### config.mk
export PLATFORM = sky130hd
export DESIGN_NAME = sorted_unique_set_insert_top
export DESIGN_NICKNAME = d
export VERILOG_FILES = /design/src/sv/sus_pkg.sv /design/src/sv/sus_cell.sv /design/src/sv/sorted_unique_set_insert_top.sv
export SDC_FILE = /design/constraint.sdc
export NUM_CORES = 2
export LEC_CHECK = 0
export BUFFER_PORTS_ARGS = -buffer_cell sky130_fd_sc_hd__buf_2
export CAP_MARGIN = 20
export CORE_UTILIZATION = 60
export DETAILED_ROUTE_END_ITERATION = 8
export PLACE_DENSITY = 0.88
export SKIP_LAST_GASP = 1
export SLEW_MARGIN = 10
export SYNTH_ARGS = -nofsm -noshare
export SYNTH_HDL_FRONTEND = slang
export SYNTH_SLANG_ARGS = --single-unit
export TNS_END_PERCENT = 30
### constraint.sdc
create_clock -name clk_i -period 10.2 [get_ports clk_i]
set_input_delay 1.53 -clock clk_i [delete_from_list [all_inputs] [get_ports clk_i]]
set_output_delay 1.53 -clock clk_i [all_outputs]
set_load 0.01 [all_outputs]
### src/sv/sus_pkg.sv
// Package for the sorted unique set: status codes, control types, FSM states.
`default_nettype none
package sus_pkg;

  localparam int unsigned StatusW = 3;
  localparam int unsigned ValueW  = 32;
  localparam int unsigned OutCntW = 5;

  localparam logic [StatusW-1:0] StInserted  = 3'd0;
  localparam logic [StatusW-1:0] StDuplicate = 3'd1;
  localparam logic [StatusW-1:0] StFull      = 3'd2;
  localparam logic [StatusW-1:0] StListed    = 3'd3;
  localparam logic [StatusW-1:0] StEmpty     = 3'd4;

  // Broadcast from the controller to every cell.
  typedef struct packed {
    logic                     ins;
    logic                     shift;
    logic signed [ValueW-1:0] value;
  } cell_ctl_t;

  typedef enum logic {
    ST_IDLE,
    ST_LIST
  } state_e;

endpackage
`default_nettype wire

### src/sv/sus_cell.sv
// One cell of the sorted chain: holds one entry and compares it with the key.
`default_nettype none
module sus_cell (
  input  wire logic                                   clk_i,
  input  wire logic                                   rst_ni,
  input  wire sus_pkg::cell_ctl_t                     ctl_i,
  input  wire logic                                   left_lt_i,
  input  wire logic                                   left_valid_i,
  input  wire logic signed [sus_pkg::ValueW-1:0]      left_value_i,
  input  wire logic                                   right_valid_i,
  input  wire logic signed [sus_pkg::ValueW-1:0]      right_value_i,
  output logic                                        lt_o,
  output logic                                        eq_o,
  output logic                                        valid_o,
  output logic signed [sus_pkg::ValueW-1:0]           value_o
);

  logic                                valid_q, valid_d;
  logic signed [sus_pkg::ValueW-1:0]   value_q, value_d;
  logic                                value_en;

  // An empty cell counts as greater than any key.
  assign lt_o    = !valid_q || (ctl_i.value < value_q);
  assign eq_o    = valid_q && (ctl_i.value == value_q);
  assign valid_o = valid_q;
  assign value_o = value_q;

  always_comb begin
    valid_d  = valid_q;
    value_d  = value_q;
    value_en = 1'b0;
    if (ctl_i.shift) begin
      valid_d  = right_valid_i;
      value_d  = right_value_i;
      value_en = 1'b1;
    end else if (ctl_i.ins) begin
      valid_d = valid_q || left_valid_i;
      if (left_lt_i) begin
        value_d  = left_value_i;
        value_en = 1'b1;
      end else if (lt_o) begin
        value_d  = ctl_i.value;
        value_en = 1'b1;
      end
    end
  end

  always_ff @(posedge clk_i or negedge rst_ni) begin
    if (!rst_ni) begin
      valid_q <= 1'b0;
    end else begin
      valid_q <= valid_d;
    end
  end

  always_ff @(posedge clk_i) begin
    if (value_en) begin
      value_q <= value_d;
    end
  end

endmodule
`default_nettype wire

### src/sv/sorted_unique_set_insert_top.sv
// Top level of the sorted unique set: cell chain, controller and output register.
//
// Usage: a bounded ascending set of distinct signed 32-bit values.
// Input channel (in_valid_i / in_stall_o) carries number_i and finish_i.
// With finish_i low, the number is inserted in order, or rejected as a
// duplicate or because the set is full; one status transaction results.
// With finish_i high, every stored value is sent in ascending order with
// last_o on the final one (or one empty status if nothing is stored), and
// the set is then clear.
// Output channel (out_valid_o / out_stall_i) carries status_o, number_out_o,
// stored_count_o and last_o from one output register.
// Timing: an insert or empty status is presented the cycle after its input
// transaction; the first value of a finish is loaded from the list state,
// since the finish transaction only starts the listing.
// Throughput: one insert per cycle while the receiver takes results, since
// all cells compare the key in parallel and the chain shifts in the same
// cycle. A finish over n entries then stalls the input while the list state
// shifts one cell per free output cycle, until the last value is loaded.
// Reset: asynchronous, active low; the set comes up empty and no result is
// pending. When the receiver stalls, the output register holds its result
// and the input is stalled until that result is taken.
`default_nettype none
module sorted_unique_set_insert_top #(
  parameter int unsigned CAPACITY = 16
) (
  input  wire logic                                 clk_i,
  input  wire logic                                 rst_ni,
  input  wire logic                                 in_valid_i,
  output logic                                      in_stall_o,
  input  wire logic signed [sus_pkg::ValueW-1:0]    number_i,
  input  wire logic                                 finish_i,
  output logic                                      out_valid_o,
  input  wire logic                                 out_stall_i,
  output logic [sus_pkg::StatusW-1:0]               status_o,
  output logic signed [sus_pkg::ValueW-1:0]         number_out_o,
  output logic [sus_pkg::OutCntW-1:0]               stored_count_o,
  output logic                                      last_o
);

  localparam int unsigned CntW = $clog2(CAPACITY + 1);

  sus_pkg::state_e   state_q, state_d;
  logic [CntW-1:0]   count_q, count_d;

  logic                                out_valid_q, out_valid_d;
  logic [sus_pkg::StatusW-1:0]         status_q, status_d;
  logic signed [sus_pkg::ValueW-1:0]   number_q, number_d;
  logic [sus_pkg::OutCntW-1:0]         cnt_out_q, cnt_out_d;
  logic                                last_q, last_d;
  logic                                out_load;

  logic                in_acc;
  logic                out_free;
  logic                dup;
  logic                full;
  sus_pkg::cell_ctl_t  ctl;

  logic [CAPACITY-1:0]               lt_w;
  logic [CAPACITY-1:0]               eq_w;
  logic [CAPACITY-1:0]               valid_w;
  logic signed [sus_pkg::ValueW-1:0] value_w [CAPACITY];

  // Cell chain: cell 0 holds the smallest value and feeds the output on list.
  for (genvar i = 0; i < CAPACITY; i++) begin : g_cell
    logic                                left_lt, left_valid, right_valid;
    logic signed [sus_pkg::ValueW-1:0]   left_value, right_value;

    if (i == 0) begin : g_head
      assign left_lt    = 1'b0;
      assign left_valid = 1'b1;
      assign left_value = '0;
    end else begin : g_body
      assign left_lt    = lt_w[i-1];
      assign left_valid = valid_w[i-1];
      assign left_value = value_w[i-1];
    end

    if (i == CAPACITY - 1) begin : g_tail
      assign right_valid = 1'b0;
      assign right_value = '0;
    end else begin : g_mid
      assign right_valid = valid_w[i+1];
      assign right_value = value_w[i+1];
    end

    sus_cell u_cell (
      .clk_i         (clk_i),
      .rst_ni        (rst_ni),
      .ctl_i         (ctl),
      .left_lt_i     (left_lt),
      .left_valid_i  (left_valid),
      .left_value_i  (left_value),
      .right_valid_i (right_valid),
      .right_value_i (right_value),
      .lt_o          (lt_w[i]),
      .eq_o          (eq_w[i]),
      .valid_o       (valid_w[i]),
      .value_o       (value_w[i])
    );
  end

  assign dup  = |eq_w;
  assign full = (count_q == CntW'(CAPACITY));

  // Hold the input while listing or while a result waits on a stalled receiver.
  assign out_free   = !out_valid_q || !out_stall_i;
  assign in_stall_o = (state_q != sus_pkg::ST_IDLE) || !out_free;
  assign in_acc     = in_valid_i && !in_stall_o;

  // Next state.
  always_comb begin
    state_d = state_q;
    case (state_q)
      sus_pkg::ST_IDLE: begin
        if (in_acc && finish_i && (count_q != '0)) begin
          state_d = sus_pkg::ST_LIST;
        end
      end
      sus_pkg::ST_LIST: begin
        if (out_free && (count_q == CntW'(1))) begin
          state_d = sus_pkg::ST_IDLE;
        end
      end
      default: state_d = sus_pkg::ST_IDLE;
    endcase
  end

  // Outputs of the controller: cell control, count and result register loads.
  always_comb begin
    ctl.ins     = 1'b0;
    ctl.shift   = 1'b0;
    ctl.value   = number_i;
    count_d     = count_q;
    out_load    = 1'b0;
    status_d    = status_q;
    number_d    = number_q;
    cnt_out_d   = cnt_out_q;
    last_d      = last_q;
    out_valid_d = out_valid_q && out_stall_i;
    case (state_q)
      sus_pkg::ST_IDLE: begin
        if (in_acc) begin
          out_load    = 1'b1;
          out_valid_d = 1'b1;
          last_d      = 1'b1;
          number_d    = number_i;
          cnt_out_d   = sus_pkg::OutCntW'(count_q);
          if (finish_i) begin
            // Empty store gives a single empty status; otherwise start listing.
            if (count_q == '0) begin
              out_load  = 1'b1;
              status_d  = sus_pkg::StEmpty;
              number_d  = '0;
              cnt_out_d = '0;
            end else begin
              out_load    = 1'b0;
              out_valid_d = out_valid_q && out_stall_i;
              status_d    = status_q;
              number_d    = number_q;
              cnt_out_d   = cnt_out_q;
              last_d      = last_q;
            end
          end else if (dup) begin
            status_d = sus_pkg::StDuplicate;
          end else if (full) begin
            status_d = sus_pkg::StFull;
          end else begin
            ctl.ins   = 1'b1;
            count_d   = count_q + CntW'(1);
            status_d  = sus_pkg::StInserted;
            cnt_out_d = sus_pkg::OutCntW'(count_q + CntW'(1));
          end
        end
      end
      sus_pkg::ST_LIST: begin
        // Advance the chain one cell per free output slot.
        if (out_free) begin
          ctl.shift   = 1'b1;
          count_d     = count_q - CntW'(1);
          out_load    = 1'b1;
          out_valid_d = 1'b1;
          status_d    = sus_pkg::StListed;
          number_d    = value_w[0];
          cnt_out_d   = '0;
          last_d      = (count_q == CntW'(1));
        end
      end
      default: begin
        ctl.ins = 1'b0;
      end
    endcase
  end

  always_ff @(posedge clk_i or negedge rst_ni) begin
    if (!rst_ni) begin
      state_q     <= sus_pkg::ST_IDLE;
      count_q     <= '0;
      out_valid_q <= 1'b0;
    end else begin
      state_q     <= state_d;
      count_q     <= count_d;
      out_valid_q <= out_valid_d;
    end
  end

  always_ff @(posedge clk_i) begin
    if (out_load) begin
      status_q  <= status_d;
      number_q  <= number_d;
      cnt_out_q <= cnt_out_d;
      last_q    <= last_d;
    end
  end

  assign out_valid_o    = out_valid_q;
  assign status_o       = status_q;
  assign number_out_o   = number_q;
  assign stored_count_o = cnt_out_q;
  assign last_o         = last_q;

  // Occupancy never exceeds the cell count.
  a_count_bound : assert property (@(posedge clk_i) disable iff (!rst_ni)
    count_q <= CntW'(CAPACITY))
    else $error("occupancy above capacity");

  // Valid cells always match the occupancy count.
  a_valid_count : assert property (@(posedge clk_i) disable iff (!rst_ni)
    $countones(valid_w) == 32'(count_q))
    else $error("cell valid bits disagree with occupancy");

  // No input transaction is taken while listing.
  a_list_stall : assert property (@(posedge clk_i) disable iff (!rst_ni)
    (state_q == sus_pkg::ST_LIST) |-> in_stall_o)
    else $error("input accepted during list");

  // An insert grows the set by exactly one entry.
  a_insert_grow : assert property (@(posedge clk_i) disable iff (!rst_ni)
    ctl.ins |=> (count_q == $past(count_q) + CntW'(1)))
    else $error("insert did not grow occupancy by one");

endmodule
`default_nettype wire

* Word level (Yosys, flattened, before mapping)
Cells that the tools add are included.
** Storage, ports and cells
- Bits in registers :: 576
- Latch bits :: 0
- Memory bits (writable) :: 0
- Memory bits (read-only) :: 0
- Input bits :: 37
- Output and inout port bits :: 43
- Word-level logic and storage cells :: 396
- Memories :: 0
** Operators by class
- Add/sub/neg operators :: 2
- $mul :: 0
- Div/mod/pow operators :: 0
- Order comparisons :: 16
- Eq/ne operators :: 22
- Shifts and indexed selects :: 0
- Mux-type cells :: 204
- Bitwise operators :: 1
- Reductions and logical operators :: 112
** Operators by type and width (count)
- two-way mux 32 bit :: 66
- == test 32 bit :: 16
- < comparator 32 bit :: 16
- two-way mux 1 bit :: 115
- one-hot mux 32 bit (2 select lines) :: 1
- AND reduction 3 bit :: 17
- two-way mux 5 bit :: 9
- nonzero test 3 bit :: 15
- logical OR 1 bit :: 33
- logical AND 1 bit :: 21
- logical NOT 1 bit :: 20
- one-hot mux 5 bit (2 select lines) :: 2
- OR reduction 16 bit :: 1
- two-way mux 3 bit :: 4
- one-hot mux 1 bit (2 select lines) :: 4
- one-hot mux 3 bit (2 select lines) :: 1
- adder 5 x 1 -> 5 bit, second input constant :: 1
- == test 5 x 1 -> 1 bit, second input constant :: 1
- == test 5 bit, second input constant :: 1
- logical NOT 5 bit :: 1
- nonzero test 5 bit :: 1
- subtractor 5 x 1 -> 5 bit, second input constant :: 1
- two-way mux 2 bit :: 2
- inequality test 2 bit, second input constant :: 2
- other kinds (5) :: 6

* Logic depth before layout (Yosys ltp)
- Word-level depth :: 11
- Depth in mapped cells :: 12

* Hierarchy
Synthesis repeated with hierarchy kept, for this count alone.
** Second synthesis, totals
- Cells, all modules :: 4457
- Area total of the unflattened synthesis :: 43106.3 sq um
** Modules (own cells, without submodules)
- sus_cell :: times used 16, cells each 267, area an instance 2547.4 sq um, seq. area each 985.9 sq um
- sorted_unique_set_insert_top :: times used 1, cells each 185, area an instance 2347.3 sq um, seq. area each 1406.3 sq um

* Worst setup path before layout
No wires, ideal clock.
- Kind :: input to register
- Start :: input port number_i[0] in the netlist's numbering
- End :: register g_cell[5].u_cell.value_q, in the netlist g_cell[5].u_cell.value_o[0] (enable)
- Data arrival time :: 5.741 ns
- Required time :: 9.734 ns
- Setup slack :: 3.994 ns
- Cell stages on the path :: 10
- Path buffers :: 0
- Path through :: inv_1 ha_1 nor2b_1 o211ai_1 a21boi_0 or4_1 a211oi_2 mux2i_1 nor2_1 o21ai_0
** On the way
- Word-level cells in the longest chain between the ends :: 10
** Ends and longest elaborated chain
- from (decl) :: RTL line sorted_unique_set_insert_top.sv:30 : input wire logic signed [sus_pkg::ValueW-1:0] number_i,
- == test 32 bit :: RTL line sus_cell.sv:24 : assign eq_o = valid_q && (ctl_i.value == value_q);
- logical AND 1 bit :: RTL line sus_cell.sv:24
- OR reduction 16 bit :: RTL line sorted_unique_set_insert_top.sv:102 : assign dup = |eq_w;
- two-way mux 1 bit :: RTL line sorted_unique_set_insert_top.sv:163 : end else if (dup) begin
- two-way mux 1 bit :: RTL line sorted_unique_set_insert_top.sv:148 : if (finish_i) begin
- two-way mux 1 bit :: RTL line sorted_unique_set_insert_top.sv:142 : if (in_acc) begin
- two-way mux 1 bit :: RTL line sorted_unique_set_insert_top.sv:140 : case (state_q)
- two-way mux 1 bit :: RTL line sus_cell.sv:36 : end else if (ctl_i.ins) begin
- two-way mux 1 bit :: RTL line sus_cell.sv:32 : if (ctl_i.shift) begin
- AND reduction 3 bit (no line) (*)
- to (signal assigned) :: RTL line sus_cell.sv:58 : value_q <= value_d;
- to (decl) :: RTL line sus_cell.sv:19 : logic signed [sus_pkg::ValueW-1:0] value_q, value_d;
Mark *: on every way between the ends. The rest lies on a longest branch, timed or not.
A chain may end at the register's enable or synchronous reset.

* Final worst setup path
- Start :: input port number_i[14] in the netlist's numbering
- End :: register g_cell[9].u_cell.value_q, in the netlist g_cell[9].u_cell.value_o[30] (enable)
** On the way
- Word-level cells in the longest chain between the ends :: 10
** Ends and longest elaborated chain (RTL line)
- == test 32 bit :: sus_cell.sv:24
- logical AND 1 bit :: sus_cell.sv:24
- OR reduction 16 bit :: sorted_unique_set_insert_top.sv:102
- two-way mux 1 bit :: sorted_unique_set_insert_top.sv:163
- two-way mux 1 bit :: sorted_unique_set_insert_top.sv:148
- two-way mux 1 bit :: sorted_unique_set_insert_top.sv:142
- two-way mux 1 bit :: sorted_unique_set_insert_top.sv:140
- two-way mux 1 bit :: sus_cell.sv:36
- two-way mux 1 bit :: sus_cell.sv:32
- AND reduction 3 bit (no line) (*)
- to (signal assigned) :: sus_cell.sv:58
- to (decl) :: sus_cell.sv:19
Marks and branches as above.

==> impl_metrics.tcl <==
set metrics [dict create \
    cts-buffers-inserted 67 \
    final_cell_mix "edfxtp_1 (553), inv_1 (531), ha_1 (515)" \
    max_cap_violations 0 \
    post-dp-hpwl_um 79700 \
    first_pass_iters 8 \
    grt_setup_unrepaired "false" \
    antenna_found_initial 1 \
    power.leakage_nw 19.5 \
    crit_required_ns 10.50 \
    die-area_mm2 0.0693 \
    ys_seq_elements 576 \
    grt_pass1_vias 33275 \
    boundaryPins 80 \
    drc 0 \
    final_cells 5044 \
    path_clk_slew_ns 0.06 \
    grt_pass1_wl_um 178000 \
    ant_nets 0 \
    gr-total-overflow 0 \
    startpoint_type "input pin" \
    cts_root_buffer "clkbuf_16" \
    dpl.cell_count 4926 \
    cp_max_fo 65 \
    num_rows 95 \
    chipWidth_um 263 \
    ir_drop_mv 0.216 \
    start_util_pct 60.8 \
    syn_area_mm2 0.0410 \
    clock-sinks 576 \
    placeableCoreArea_mm2 0.0674 \
    n_fill_cell 4943 \
    synth.distinct_cells 76 \
    worstSkewPairLatency_ns 0.62 \
    min_path_type "flop to flop" \
    final_common_cell "edfxtp_1" \
    synth.largest_area_cell "edfxtp_1" \
    area_growth_pct 7.87 \
    hold_path.startpoint "g_cell[15].u_cell.valid_o" \
    via_per_inst 6.79 \
    fin_skew_ns 0.0212 \
    tightest_slew_ns 1.18 \
    critPathArrivalTime_ns 5.98 \
    synth_ff_type "edfxtp_1" \
    slew_headroom_pct 21.2 \
    place.gp.congestion 0.941 \
    power.density_mw_per_mm2 357 \
    reg2reg_slack_ns 5.49 \
    setup_viol 0 \
    yosysSeqAreaShare_pct 41.9 \
    grt_use_total_pct 32.1 \
    synth_fp_nets 4722 \
    fin_crit_ns 5.68 \
    htreeDepth 3 \
    finalWirelength_um 114000 \
    slew_violations 0 \
    cts_buffer_depth 3 \
    status "complete, no violations" \
    multi_input_area_mm2 0.0209 \
    wl_per_cell_um 22.6 \
    ctsHoldBuffers 0 \
    critPathCaptureType "flop" \
    grt_max_degree 233 \
    avgSynthCellArea_um2 9.83 \
    worst-setup-path-type "input pin to flop" \
    fmax_mhz 176 \
    cts_resized 0 \
    drt_iter0_markers 4773 \
    async_reset_ff_share_pct 3.99 \
    die_y_um 263 \
    cts_setup_buffers 0 \
    fin_area_mm2 0.0442 \
    vias 34250 \
    hold_viol 0 \
    cts_tree "yes" \
    ys_top_cells_by_area "edfxtp_1 (41%), ha_1 (16%), mux2i_1 (5.6%), a21oi_1 (4.9%), inv_1 (4.9%)" \
    synth_cells 4170 \
    drive_above_1_share_pct 6.21 \
    cp-startpoint "number_i[14]" \
    rr_startpoint "g_cell[8].u_cell.value_o[15]" \
    synth_edf_count 553 \
    portBuffers 79 \
    seq_area_mm2 0.0172 \
    diodes 0 \
    placed_cell_area_mm2 0.0420 \
    fin_nets 4675 \
    tns_ns 0 \
    yosys_warnings 0 \
    finalPower_mw 15.8 \
    period_share_pct 55.7 \
    synth_top_area_share_pct 40.5 \
]
-- area by class of cell --
class                      instances  share of cell area [%]
multi-input combinational       2816                    47.4
inverter                         532                    4.52
clock inverter                    27                   0.626
sequential                       576                    38.9
clock buffer                      90                    4.20
timing repair buffer             130                    1.92
tap                              873                    2.47
-- flip-flops by register name (all words and copies together), names as in the netlist --
register	cells
g_cell.u_cell.value_o	512
number_out_o	32
g_cell.u_cell.valid_o	16
count_q	5
stored_count_o	5
status_o	3
last_o	1
out_valid_o	1
state_q	1
-- final timing paths --
path | to | cells past startpoint
max reg2reg | g_cell[9].u_cell.value_o[30] | 12
min reg2reg | g_cell[15].u_cell.valid_o | 1
max in group asynchronous | g_cell[15].u_cell.valid_o | 1
min in group asynchronous | out_valid_o | 1
min | g_cell[15].u_cell.valid_o | 1
max | g_cell[9].u_cell.value_o[30] | 12
-- metrics by stage --
| stage | hold WS, ns | utilization, % | setup slack [ns] |
|---|---|---|---|
| 2_1_floorplan | 0.464 | - | 3.99 |
| 3_3_place_gp | 0.474 | 62.3 | 4.38 |
| 5_1_grt | 0.524 | 65.6 | 4.40 |
| 6_report | 0.500 | 65.6 | 4.52 |
| 4_1_cts | 0.497 | 65.5 | 4.76 |
| 3_5_place_dp | 0.484 | 62.4 | 4.17 |
-- synthesized netlist by cell type, types with 15 or more instances --
library cell,n
a211oi_1,15
a21o_1,80
a21oi_1,401
a221o_1,95
a22oi_1,34
a31oi_1,40
and2_1,33
buf_2,28
buf_4,17
clkbuf_1,194
dfrtp_1,23
edfxtp_1,553
ha_1,515
inv_1,532
mux2i_1,231
nand2_1,179
nand3_1,166
nand4_1,102
nor2_1,318
nor2b_1,25
nor3_1,88
nor4_1,21
o211ai_1,37
o21a_1,18
o21ai_0,106
o221ai_1,125
o22ai_1,36
-- kinds of logic (layout without fill, tap and decap cells) --
kind of cell | count (synthesis) | count (layout) | synth area share [%]
AO/OA/AOI/OAI | 1066 | 1066 | 17.3
XOR/XNOR | 4 | 4 | 0.0855
adder cells (fa/ha/maj) | 515 | 515 | 15.7
buffers and inverters | 778 | 779 | 7.42
flip-flops | 576 | 576 | 41.9
multiplexers | 235 | 235 | 5.82
AND/OR/NAND/NOR | 996 | 996 | 11.7
-- layer usage --
metal / global-route usage, % / routed length [um] / vias to the layer above
li1: - / - / 15434
met1: 42.8 / 44600 / 16472
met2: 52.0 / 53200 / 2045
met3: 6.08 / 11900 / 299
met4: 11.7 / 4150 / 0
met5: 0 / 0 / -
-- where the power goes --
group / leakage [nW] / internal [mW] / total, mW / switching, mW
clock: 1.05 / 1.43 / 2.44 / 1.01
combinational: 12.9 / 2.99 / 8.01 / 5.02
sequential: 5.62 / 4.50 / 5.34 / 0.841
total: 19.5 / 8.91 / 15.8 / 6.87
-- worst max-delay path, cell delays in order --
cell and delay [ns]:
buf_2 0.50, ha_1 0.28, nand4_1 0.17, nor4_1 0.77, a21boi_0 0.30, o31ai_1 0.19
a21o_1 0.24, nand3_2 0.07, buf_4 0.58, nor2_1 0.11, o21ai_2 0.76, buf_4 0.40
(Power assumes the default switching activity.)
